File: src/hdl/rmps_pkg.sv
// -----------------------------------------------------------------------------
// rmps_pkg: shared types and constants
// Value and sum widths, saturation limit and the result record of the rhombus path sum.
// -----------------------------------------------------------------------------
package rmps_pkg;

	localparam int VAL_W = 8;
	localparam int SUM_W = 16;
	localparam logic [SUM_W-1:0] SUM_MAX = {SUM_W{1'b1}};

	typedef struct packed {
		logic [SUM_W-1:0] best_sum;
		logic             saturated;
	} res_t;

	// write strobes toward the row store
	typedef struct packed {
		logic sum_en;   // write the cell sum at the cell column
		logic zero_en;  // write zero one column past the cell
	} wr_en_t;

endpackage

File: src/hdl/rhombus_max_path_sum.sv
// -----------------------------------------------------------------------------
// rhombus_max_path_sum: maximum path sum over a rhombus of numbers
// Cells arrive row by row; a row store keeps the best sum reaching each cell
// of the previous row. The cell that closes the shape yields the best sum.
//
//  channel | valid        | stall        | payload
//  --------+--------------+--------------+--------------------------------------
//  cell    | cell_valid   | cell_stall   | cell_value, row_widens, row_end,
//          |              |              | shape_end
//  result  | result_valid | result_stall | best_sum, saturated
//
// One cell per cycle while cell_stall is low. A cell reads the row store at
// its accept edge and writes back in the next cycle; the following cell
// takes the fresh sums through forwarding. A closing cell pushes its result from stage 1.
// Reset clears control state only; a fill count makes unwritten entries read
// as zero, so no clearing pass is needed after reset or between shapes.
// cell_stall rises when the result queue is full, or when it holds one result
// and a closing cell sits in stage 1.
// -----------------------------------------------------------------------------
module rhombus_max_path_sum #(
	parameter int MAX_ROW_WIDTH = 64
) (
	input  logic                                clk,
	input  logic                                arst_n,
	input  logic                                cell_valid,
	output logic                                cell_stall,
	input  logic [rmps_pkg::VAL_W-1:0]          cell_value,
	input  logic                                row_widens,
	input  logic                                row_end,
	input  logic                                shape_end,
	output logic                                result_valid,
	input  logic                                result_stall,
	output logic [rmps_pkg::SUM_W-1:0]          best_sum,
	output logic                                saturated
);

	localparam int CW = $clog2(MAX_ROW_WIDTH + 2);
	localparam logic [CW-1:0] MAX_C = CW'(MAX_ROW_WIDTH);
	localparam int SW = rmps_pkg::SUM_W;

	logic accept;

	// column and fill count, advanced at accept
	logic [CW-1:0] col_q, hw_q;
	logic [CW-1:0] col_n, hw_n, hw_t1, hw_t2, col_p1;

	// stage 1
	logic                       vld_s1;
	logic [CW-1:0]              col_s1;
	logic [rmps_pkg::VAL_W-1:0] value_s1;
	logic                       widens_s1, rowend_s1, shape_s1;
	logic                       za_s1, zb_s1;

	// write-back of the previous cell, for forwarding
	logic          wb_vld_q;
	logic [CW-1:0] wb_col_q;
	logic [SW-1:0] wb_sum_q;
	logic          wb_rowend_q;

	logic [SW-1:0] left_q, row0_q;
	logic          sat_q;

	logic [SW-1:0] rd_at, rd_next;
	logic [SW-1:0] above, next_sum, other, best;
	logic [SW:0]   sum_w;
	logic [SW-1:0] sum;
	logic          sat_now;
	logic [CW-1:0] col_s1_p1, wb_col_p1;

	rmps_pkg::wr_en_t wr_en;
	rmps_pkg::res_t   res;
	rmps_pkg::res_t   q_head;
	logic [1:0]       q_cnt;
	logic             push;

	assign cell_stall = (q_cnt == 2'd2) || ((q_cnt == 2'd1) && vld_s1 && shape_s1);
	assign accept     = cell_valid && !cell_stall;

	// next column and fill count
	always_comb begin
		col_p1 = col_q + CW'(1);
		if (shape_end || row_end)
			col_n = '0;
		else if (col_q < MAX_C)
			col_n = col_p1;
		else
			col_n = col_q;
		hw_t1 = (col_q < MAX_C) ? col_p1 : hw_q;
		hw_t2 = (row_end && (col_p1 < MAX_C)) ? (col_q + CW'(2)) : hw_t1;
		if (shape_end)
			hw_n = '0;
		else
			hw_n = (hw_t2 > hw_q) ? hw_t2 : hw_q;
	end

	always_ff @(posedge clk or negedge arst_n) begin
		if (!arst_n) begin
			col_q  <= '0;
			hw_q   <= '0;
			vld_s1 <= 1'b0;
		end else begin
			vld_s1 <= accept;
			if (accept) begin
				col_q <= col_n;
				hw_q  <= hw_n;
			end
		end
	end

	always_ff @(posedge clk) begin
		if (accept) begin
			col_s1    <= col_q;
			value_s1  <= cell_value;
			widens_s1 <= row_widens;
			rowend_s1 <= row_end;
			shape_s1  <= shape_end;
			// entries at or past the fill count read as zero
			za_s1     <= (col_q >= hw_q);
			zb_s1     <= (col_p1 >= hw_q);
		end
	end

	rmps_row_store #(
		.MAX_ROW_WIDTH(MAX_ROW_WIDTH),
		.CW           (CW)
	) u_store (
		.clk    (clk),
		.rd_col (col_q),
		.wr_col (col_s1),
		.wr_sum (sum),
		.wr_en  (wr_en),
		.rd_at  (rd_at),
		.rd_next(rd_next)
	);

	// stage 1: forward, pick the larger parent, add, clamp
	always_comb begin
		col_s1_p1 = col_s1 + CW'(1);
		wb_col_p1 = wb_col_q + CW'(1);

		if (za_s1)
			above = '0;
		else if (wb_vld_q && (wb_col_q == col_s1))
			above = wb_sum_q;
		else if (wb_vld_q && wb_rowend_q && (wb_col_p1 == col_s1))
			above = '0;
		else
			above = rd_at;

		if (zb_s1)
			next_sum = '0;
		else if (wb_vld_q && (wb_col_q == col_s1_p1))
			next_sum = wb_sum_q;
		else if (wb_vld_q && wb_rowend_q && (wb_col_p1 == col_s1_p1))
			next_sum = '0;
		else
			next_sum = rd_next;

		if (widens_s1)
			other = (col_s1 != '0) ? left_q : '0;
		else
			other = next_sum;

		best    = (above > other) ? above : other;
		sum_w   = {1'b0, best} + {{(SW + 1 - rmps_pkg::VAL_W){1'b0}}, value_s1};
		sat_now = sum_w[SW];
		sum     = sat_now ? rmps_pkg::SUM_MAX : sum_w[SW-1:0];

		wr_en.sum_en  = vld_s1 && (col_s1 < MAX_C);
		wr_en.zero_en = vld_s1 && rowend_s1 && (col_s1_p1 < MAX_C);

		push          = vld_s1 && shape_s1;
		res.best_sum  = (col_s1 == '0) ? sum : row0_q;
		res.saturated = sat_q || sat_now;
	end

	always_ff @(posedge clk or negedge arst_n) begin
		if (!arst_n) begin
			wb_vld_q <= 1'b0;
			left_q   <= '0;
			row0_q   <= '0;
			sat_q    <= 1'b0;
		end else begin
			wb_vld_q <= vld_s1;
			if (vld_s1) begin
				if (shape_s1) begin
					left_q <= '0;
					row0_q <= '0;
					sat_q  <= 1'b0;
				end else begin
					left_q <= above;
					sat_q  <= sat_q || sat_now;
					if (col_s1 == '0)
						row0_q <= sum;
				end
			end
		end
	end

	always_ff @(posedge clk) begin
		wb_col_q    <= col_s1;
		wb_sum_q    <= sum;
		wb_rowend_q <= rowend_s1;
	end

	rmps_out_queue u_queue (
		.clk      (clk),
		.arst_n   (arst_n),
		.push     (push),
		.push_data(res),
		.stall    (result_stall),
		.valid    (result_valid),
		.head     (q_head),
		.count    (q_cnt)
	);

	assign best_sum  = q_head.best_sum;
	assign saturated = q_head.saturated;

endmodule

File: src/hdl/rmps_row_store.sv
// -----------------------------------------------------------------------------
// rmps_row_store: best sums of the previous row
// Two banks split by column parity, so the cell column and the one after it
// are read, and written, in the same cycle. Read data is registered.
// -----------------------------------------------------------------------------
module rmps_row_store #(
	parameter int MAX_ROW_WIDTH = 64,
	parameter int CW            = 7
) (
	input  logic                        clk,
	input  logic [CW-1:0]               rd_col,
	input  logic [CW-1:0]               wr_col,
	input  logic [rmps_pkg::SUM_W-1:0]  wr_sum,
	input  rmps_pkg::wr_en_t            wr_en,
	output logic [rmps_pkg::SUM_W-1:0]  rd_at,
	output logic [rmps_pkg::SUM_W-1:0]  rd_next
);

	localparam int BD  = (MAX_ROW_WIDTH + 1) / 2;
	localparam int BAW = (BD > 1) ? $clog2(BD) : 1;

	logic [rmps_pkg::SUM_W-1:0] mem_e [BD];
	logic [rmps_pkg::SUM_W-1:0] mem_o [BD];
	logic [rmps_pkg::SUM_W-1:0] rd_e_q, rd_o_q;
	logic                       par_q;

	logic [CW-1:0]  rd_col_p1, wr_col_p1;
	logic [CW-1:0]  ra_e, ra_o, wa_e, wa_o;
	logic [BAW-1:0] ri_e, ri_o, wi_e, wi_o;
	logic           we_e, we_o;
	logic [rmps_pkg::SUM_W-1:0] wd_e, wd_o;

	function automatic logic [BAW-1:0] bank_idx(input logic [CW-1:0] a);
		logic [CW-2:0] ie;
		ie = a[CW-1:1];
		if (int'(ie) < BD)
			return ie[BAW-1:0];
		return '0;
	endfunction

	assign rd_col_p1 = rd_col + CW'(1);
	assign wr_col_p1 = wr_col + CW'(1);

	always_comb begin
		ra_e = rd_col[0] ? rd_col_p1 : rd_col;
		ra_o = rd_col[0] ? rd_col : rd_col_p1;
		ri_e = bank_idx(ra_e);
		ri_o = bank_idx(ra_o);
		// the sum goes to the bank of its own parity, the zero to the other one
		if (wr_col[0]) begin
			wa_o = wr_col;
			wd_o = wr_sum;
			we_o = wr_en.sum_en;
			wa_e = wr_col_p1;
			wd_e = '0;
			we_e = wr_en.zero_en;
		end else begin
			wa_e = wr_col;
			wd_e = wr_sum;
			we_e = wr_en.sum_en;
			wa_o = wr_col_p1;
			wd_o = '0;
			we_o = wr_en.zero_en;
		end
		wi_e = bank_idx(wa_e);
		wi_o = bank_idx(wa_o);
	end

	always_ff @(posedge clk) begin
		if (we_e)
			mem_e[wi_e] <= wd_e;
		rd_e_q <= mem_e[ri_e];
	end

	always_ff @(posedge clk) begin
		if (we_o)
			mem_o[wi_o] <= wd_o;
		rd_o_q <= mem_o[ri_o];
	end

	always_ff @(posedge clk) begin
		par_q <= rd_col[0];
	end

	assign rd_at   = par_q ? rd_o_q : rd_e_q;
	assign rd_next = par_q ? rd_e_q : rd_o_q;

endmodule

File: src/hdl/rmps_out_queue.sv
// -----------------------------------------------------------------------------
// rmps_out_queue: two-entry result queue
// Holds finished results while the output side stalls.
// -----------------------------------------------------------------------------
module rmps_out_queue (
	input  logic             clk,
	input  logic             arst_n,
	input  logic             push,
	input  rmps_pkg::res_t   push_data,
	input  logic             stall,
	output logic             valid,
	output rmps_pkg::res_t   head,
	output logic [1:0]       count
);

	rmps_pkg::res_t head_q, tail_q;
	logic [1:0]     cnt_q;
	logic           pop;

	assign valid = (cnt_q != 2'd0);
	assign pop   = valid && !stall;
	assign head  = head_q;
	assign count = cnt_q;

	always_ff @(posedge clk or negedge arst_n) begin
		if (!arst_n) begin
			cnt_q <= 2'd0;
		end else begin
			case ({push, pop})
				2'b10:   cnt_q <= cnt_q + 2'd1;
				2'b01:   cnt_q <= cnt_q - 2'd1;
				default: cnt_q <= cnt_q;
			endcase
		end
	end

	always_ff @(posedge clk) begin
		case ({push, pop})
			2'b10: begin
				if (cnt_q == 2'd0)
					head_q <= push_data;
				else
					tail_q <= push_data;
			end
			2'b01: begin
				head_q <= tail_q;
			end
			2'b11: begin
				if (cnt_q == 2'd1) begin
					head_q <= push_data;
				end else begin
					head_q <= tail_q;
					tail_q <= push_data;
				end
			end
			default: begin
				head_q <= head_q;
			end
		endcase
	end

endmodule

File: config.mk
export PLATFORM = sky130hd
export DESIGN_NAME = rhombus_max_path_sum
export DESIGN_NICKNAME = d
export VERILOG_FILES = /design/src/hdl/rmps_pkg.sv /design/src/hdl/rhombus_max_path_sum.sv /design/src/hdl/rmps_row_store.sv /design/src/hdl/rmps_out_queue.sv
export SDC_FILE = /design/constraint.sdc
export NUM_CORES = 2
export LEC_CHECK = 0
export ABC_CLOCK_PERIOD_IN_PS = 8800
export BUFFER_PORTS_ARGS = -buffer_cell sky130_fd_sc_hd__buf_2
export CORE_MARGIN = 5
export CORE_UTILIZATION = 27
export DETAILED_ROUTE_END_ITERATION = 10
export PLACE_DENSITY = 0.51
export SETUP_SLACK_MARGIN = 0.1
export SYNTH_ARGS = -nofsm -noshare
export SYNTH_HDL_FRONTEND = slang
export SYNTH_HIERARCHICAL = 1
export SYNTH_SLANG_ARGS = --single-unit
File: constraint.sdc
create_clock -name clk -period 8.8 [get_ports clk]
set_input_delay 0.88 -clock clk [delete_from_list [all_inputs] [get_ports clk]]
set_output_delay 0.88 -clock clk [all_outputs]
set_load 0.02 [all_outputs]
[After elaboration in Yosys (flattened, before gate mapping)]
Memory sizes are Yosys's and may differ from the RTL's. A register that Yosys moved wholly into a read port is not among the register bits.
Index checks and enable logic that the tools add are counted.
Cells by class
  add/subtract/negate cells: 7
  $mul: 0
  div/mod/pow operators: 0
  order comparisons: 12
  equality and inequality tests: 12
  shift-type cells: 0
  muxes and demuxes: 53
  bitwise operators: 0
  reduce and logical (&&, ||, !) cells: 32
Operators with widths (number)
  16-bit 2-to-1 mux: 17
  7-bit 2-to-1 mux: 10
  17-bit 2-to-1 mux: 4
  17-bit case mux with 3 select lines: 1
  5-bit 2-to-1 mux: 8
  17-bit case mux with 2 select lines: 1
  7-bit == test: 4
  7-bit < comparator (second input constant): 4
  6-bit < comparator (second input constant): 4
  7-bit by 1-bit adder with 7-bit output (second input constant): 3
  16-bit by 8-bit adder with 17-bit output: 1
  16-bit greater-than comparator: 1
  7-bit >= comparator: 2
  1-bit logical AND: 14
  1-bit 2-to-1 mux: 11
  2-bit nonzero test: 5
  7-bit by 2-bit adder with 7-bit output (second input constant): 1
  7-bit greater-than comparator: 1
  7-bit logical NOT: 1
  7-bit nonzero test: 1
  2-bit == test (second input constant): 3
  2-bit AND reduction: 3
  2-bit by 1-bit == test with 1-bit output (second input constant): 2
  2-bit inequality test (second input constant): 2
  other kinds (9): 12
Storage, ports and cells
  register bits after elaboration: 130
  latch bits: 0
  bits in writable memories: 1024
  bits in read-only memories: 0
  input bits: 15
  logic and storage cells: 141
  memories: 2
Memory list
  u_store.mem_e: depth 32, bits a word 16, rd ports 1, clocked after Yosys merged registers in 1, wr ports 1, RTL line rmps_row_store.sv:22  | logic [rmps_pkg::SUM_W-1:0] mem_e [BD];
  u_store.mem_o: depth 32, bits a word 16, rd ports 1, clocked after Yosys merged registers in 1, wr ports 1, RTL line rmps_row_store.sv:23  | logic [rmps_pkg::SUM_W-1:0] mem_o [BD];

[Logic depth before layout (Yosys ltp)]
  depth in word-level cells: 14
  depth in mapped cells: 37

[By module]
The synthesis kept the hierarchy.
By module, submodules not included
  rmps_row_store: times used 1, cells each 2750, area an instance 41939.0 um^2, seq. area each 31410.1 um^2
  rhombus_max_path_sum: times used 1, cells each 680, area an instance 6257.3 um^2, seq. area each 2307.2 um^2
  rmps_out_queue: times used 1, cells each 118, area an instance 1799.2 um^2, seq. area each 1071.0 um^2

[Least setup slack after synthesis]
No wires, ideal clock.
  path type: register to register
  from: reg col_s1[1]
  to: mem u_store/mem_e[0][3] (netlist bit) (data pin)
  setup time: 360 ps
  arrival: 7151 ps
  data required time: 8440 ps
  path slack: 1290 ps
  stages on the path, launching flop included: 33
  buffers on the path: 5
  cell sequence: edfxtp_1 ha_1 nand2_1 or3_1 a211oi_2 and3_1 buf_4 buf_2 nand2_1 a21oi_1 a21oi_1 ha_1 nand4_1 nor4_2 inv_1 nand2_1 clkbuf_1 clkbuf_1 a21oi_1 ha_1 nor2b_1 o21ai_0 nand2b_1 a21o_1 a21o_1 a31oi_1 nand2b_1 nor4_2 and2_1 buf_2 nor2_1 inv_1 nor2b_1
Between the ends
  word-level cells in the longest chain between the ends: 12
Ends and longest elaborated chain
  start: declaration: RTL line rhombus_max_path_sum.sv:49  | logic [CW-1:0] col_s1;
  start signal: assignment: RTL line rhombus_max_path_sum.sv:112  | col_s1 <= col_q;
  7-bit by 1-bit adder with 7-bit output: RTL line rhombus_max_path_sum.sv:138  | col_s1_p1 = col_s1 + CW'(1);
  7-bit == test: RTL line rhombus_max_path_sum.sv:154  | else if (wb_vld_q && wb_rowend_q && (wb_col_p1 == col_s1_p1))
  1-bit logical AND: RTL line rhombus_max_path_sum.sv:154
  16-bit 2-to-1 mux: RTL line rhombus_max_path_sum.sv:154
  16-bit 2-to-1 mux: RTL line rhombus_max_path_sum.sv:152  | else if (wb_vld_q && (wb_col_q == col_s1_p1))
  16-bit 2-to-1 mux: RTL line rhombus_max_path_sum.sv:150  | if (zb_s1)
  16-bit 2-to-1 mux: RTL line rhombus_max_path_sum.sv:159  | if (widens_s1)
  16-bit greater-than comparator: RTL line rhombus_max_path_sum.sv:164  | best = (above > other) ? above : other;
  16-bit 2-to-1 mux *: RTL line rhombus_max_path_sum.sv:164
  16-bit by 8-bit adder with 17-bit output *: RTL line rhombus_max_path_sum.sv:165  | sum_w = {1'b0, best} + {{(SW + 1 - rmps_pkg::VAL_W){1'b0}}, value_s1};
  16-bit 2-to-1 mux *: RTL line rhombus_max_path_sum.sv:167  | sum = sat_now ? rmps_pkg::SUM_MAX : sum_w[SW-1:0];
  net sum[3]: RTL line rhombus_max_path_sum.sv:66  | logic [SW-1:0] sum;
  16-bit 2-to-1 mux *: RTL line rmps_row_store.sv:50  | if (wr_col[0]) begin
  net u_store.wd_e (one bit): RTL line rmps_row_store.sv:31  | logic [rmps_pkg::SUM_W-1:0] wd_e, wd_o;
  end: declaration: RTL line rmps_row_store.sv:22
Mark *: on every way through the listed nets, which the timed path passes. The rest lies on a longest branch.

[Final worst setup path]
  from: reg col_s1[1]
  to: mem u_store/mem_o[25][9] (netlist bit) (data pin)
Between the ends
  word-level cells in the longest chain between the ends: 12
Ends and longest elaborated chain (RTL line)
  7-bit by 1-bit adder with 7-bit output: rhombus_max_path_sum.sv:138
  7-bit == test: rhombus_max_path_sum.sv:154
  1-bit logical AND: rhombus_max_path_sum.sv:154
  16-bit 2-to-1 mux: rhombus_max_path_sum.sv:154
  16-bit 2-to-1 mux: rhombus_max_path_sum.sv:152
  16-bit 2-to-1 mux: rhombus_max_path_sum.sv:150
  16-bit 2-to-1 mux: rhombus_max_path_sum.sv:159
  16-bit greater-than comparator: rhombus_max_path_sum.sv:164
  16-bit 2-to-1 mux *: rhombus_max_path_sum.sv:164
  16-bit by 8-bit adder with 17-bit output *: rhombus_max_path_sum.sv:165
  16-bit 2-to-1 mux *: rhombus_max_path_sum.sv:167
  net sum[9]: rhombus_max_path_sum.sv:66
  16-bit 2-to-1 mux *: rmps_row_store.sv:50
  net u_store.wd_o (one bit): rmps_row_store.sv:31
  end: declaration: rmps_row_store.sv:23
Marked as above.

==> key figures <==
Outcome
  – Outcome: complete, no violations

Detailed routing
  – Pre-Repair DR Iteration Count: 5
  – Routed Antenna Nets: 0
  – Vias: 32000
  – Wire per inst: approximately 25 um
  – DRT iter0 DRCs: between 3000 and 4000
  – DRC viols: 0
  – Final WL: approximately 150 mm
  – Via density: around 5

Synth
  – Most numerous cell in the Yosys netlist: edfxtp_1
  – Main flop type after synthesis: edfxtp_1
  – Async SR Flop Fraction: 0.0430
  – Syn avg cell area: 14.1 um^2
  – Register area share after synthesis: 0.696
  – Top cell type's share of synthesized area: 0.647
  – Syn Std Cell Area: ~50000 um^2
  – Synth top area cells: edfxtp_1, nand2_1, o221ai_1
  – Post-synthesis cell type count: 93
  – EDFF count, synth: 1078
  – Commonest cells post-synth: edfxtp_1, nand2_1, nor2_1
  – Synth area leader: edfxtp_1
  – YS warnings: 6
  – FF+latch count, synth: between 1000 and 1500
  – Mapped Nets: ~3600
  – Post-Synthesis Cells: 3548

Placed design
  – Cell count after placement: 6004
  – Global placer's final weighted congestion: approximately 0.84
  – Port Buffers: 33
  – DP HPWL: slightly below 90 mm

Worst setup path
  – Max Fanout on Critical Path: 32
  – Data required, critical path: 9270 ps
  – Crit Path Category: flop to flop
  – Top delay family on crit path: simple AND/OR/NAND/NOR gates
  – CP max stage delay: around 650 ps
  – Worst setup EP type: flop
  – CP most frequent cell: nand2_1
  – Setup crit start kind: flop
  – Cell count of the worst reg-to-reg path: 33
  – Slowest cell on crit path: edfxtp_1
  – Critical path data arrival time: approximately 8400 ps
  – Critical path depth: 33
  – CP bufs+invs: 4

STA
  – Slew @ Worst Pin: 1390 ps
  – Relative slew margins: 0.0677
  – Final hold vios: 0
  – Setup violators final: 0
  – RSZ-0062 raised after global routing: false
  – Setup TNS: 0 ps
  – Final Critical Period: a little under 8000 ps
  – Crit share post-route: 0.903
  – Setup Skew: 41.4 ps
  – Fin. max-slew vios: 0
  – Fmax: about 130 MHz

CTS
  – Post-CTS Setup Bufs: 0
  – CTS tree: yes
  – Inserted Clock Buffers: 117
  – Worst-path clk slew: 60 ps
  – H-tree depth: 3
  – Root Driver: clkbuf_16
  – Worst-Skew Late Latency: 750 ps
  – Clock Tree Buf Depth: 3
  – Post-cts sizing count: 0
  – Clk sinks: ~1200
  – Hold buffer count at cts: 0

Die
  – Die H: 440 um
  – Initial core utilization: 0.270
  – Total core area: about 180000 um^2
  – Row count: around 160
  – I/O pins: 34
  – Die width: roughly 440 um
  – Die area: between 150000 and 200000 um^2

Global routing
  – Gr usage total: 0.155
  – Initial antenna violation count: 8
  – Largest net degree at the start of global routing: slightly below 100
  – Grt ovf: 0
  – Global-route wire length before repair: 223 mm
  – Vias in the first global route: ~31000

Run
  – Max cap viols: 0

Finish
  – Final nets: 3721
  – Fin cells: 6219
  – Syn-to-layout area delta: 15.0%
  – Util after Layout: 0.311
  – Filler instances: ~18000
  – Share of cells above drive strength 1: 0.141

Pwr
  – LEAKAGE: approximately 20 nW
  – VDD IR max: approximately 0.00033 V
  – Power per cell area: roughly 390 nW/um^2
  – Design Power: approximately 23 mW

Hold path
  – Worst hold path type: input pin to asynchronous set/reset pin
[area by class of cell]
| class | count | area (um^2) | area share |
|---|---|---|---|
| clock inverter | 60 | 592 | 0.0103 |
| inverter | 46 | 175 | 0.00305 |
| antenna | 1 | 2.50 | 0.0000435 |
| timing repair buffer | 211 | 1500 | 0.0261 |
| tap | 2480 | 3100 | 0.0540 |
| clock buffer | 154 | 3140 | 0.0546 |
| sequential | 1186 | 34800 | 0.605 |
| multi-input combinational | 2081 | 14200 | 0.247 |
[state kept, by name, summed over array words and instances (netlist names), 2 cells and up]
name / count
u_store/mem_e: 512
u_store/mem_o: 512
u_queue/head: 17
u_queue/tail_q: 17
left_q: 16
row0_q: 16
u_store/rd_e_q: 16
u_store/rd_o_q: 16
wb_sum_q: 16
value_s1: 8
col_q: 7
col_s1: 7
hw_q: 7
wb_col_q: 7
u_queue/count: 2
[logic make-up (layout without fill, tap and decap cells)]
group / after synthesis / count (layout) / share of synthesized area
adders and majority gates: 63 / 63 / 0.0159
buffers and inverters: 281 / 471 / 0.0243
muxes: 216 / 216 / 0.0462
AOI/OAI and AO/OA: 897 / 897 / 0.129
other: 0 / 1 / 0
and+or+nand+nor: 856 / 856 / 0.0788
DFF: 1186 / 1186 / 0.696
xor gates and xnor gates: 49 / 49 / 0.00959
[final timing paths]
check	start	end	slack, ps
max	col_s1[1]	u_store/mem_o[25][9]	850
min	arst_n	sat_q	300
max reg2reg	col_s1[1]	u_store/mem_o[25][9]	850
min reg2reg	rowend_s1	wb_rowend_q	380
max in group asynchronous	arst_n	col_q[6]	7950
min in group clk	cell_value[1]	value_s1[1]	320
[layout by cell type (no fill, tap or decap), drive strengths merged, types with 37 or more instances in the layout]
master  Yosys  routed
nor2      169     169
a31oi      60      60
ha         62      62
o221ai    163     163
nand2     402     402
dfrtp      51      51
clkinv      2      42
and3       52      52
clkbuf    133     154
dfxtp      57      57
mux2       87      87
edfxtp   1078    1078
buf       102     211
mux2i     129     129
o21ai      75      75
nand3      45      45
a21oi     143     143
a22o       37      37
o22ai     109     109
o211ai    105     105
and2       45      45
inv        44      48
[power by group]
group          internal (mW)  switching, mW  leakage (nW)
Sequential              9.20          0.270          11.1
Combinational           2.12           6.08          6.67
Clock                   2.82           2.17          1.81
Total                   14.1           8.52          19.5
[per-layer routing]
metal,GRT usage,up-vias,wire [um]
li1,-,14100,-
met1,0.223,16600,69600
met2,0.244,1137,71000
met3,0.0269,197,10500
met4,0.0342,2,3090
met5,0,-,15
[through the flow]
stage          setup slack [ps]  hold WS (ps)  cell area [um^2]
2_1_floorplan              1290           340             50000
3_3_place_gp                875           382             53700
3_5_place_dp                792           370             53700
4_1_cts                     735           257             57500
5_1_grt                     147           270             57500
6_report                    850           304             57500
Power figures use the tool's default switching activity.
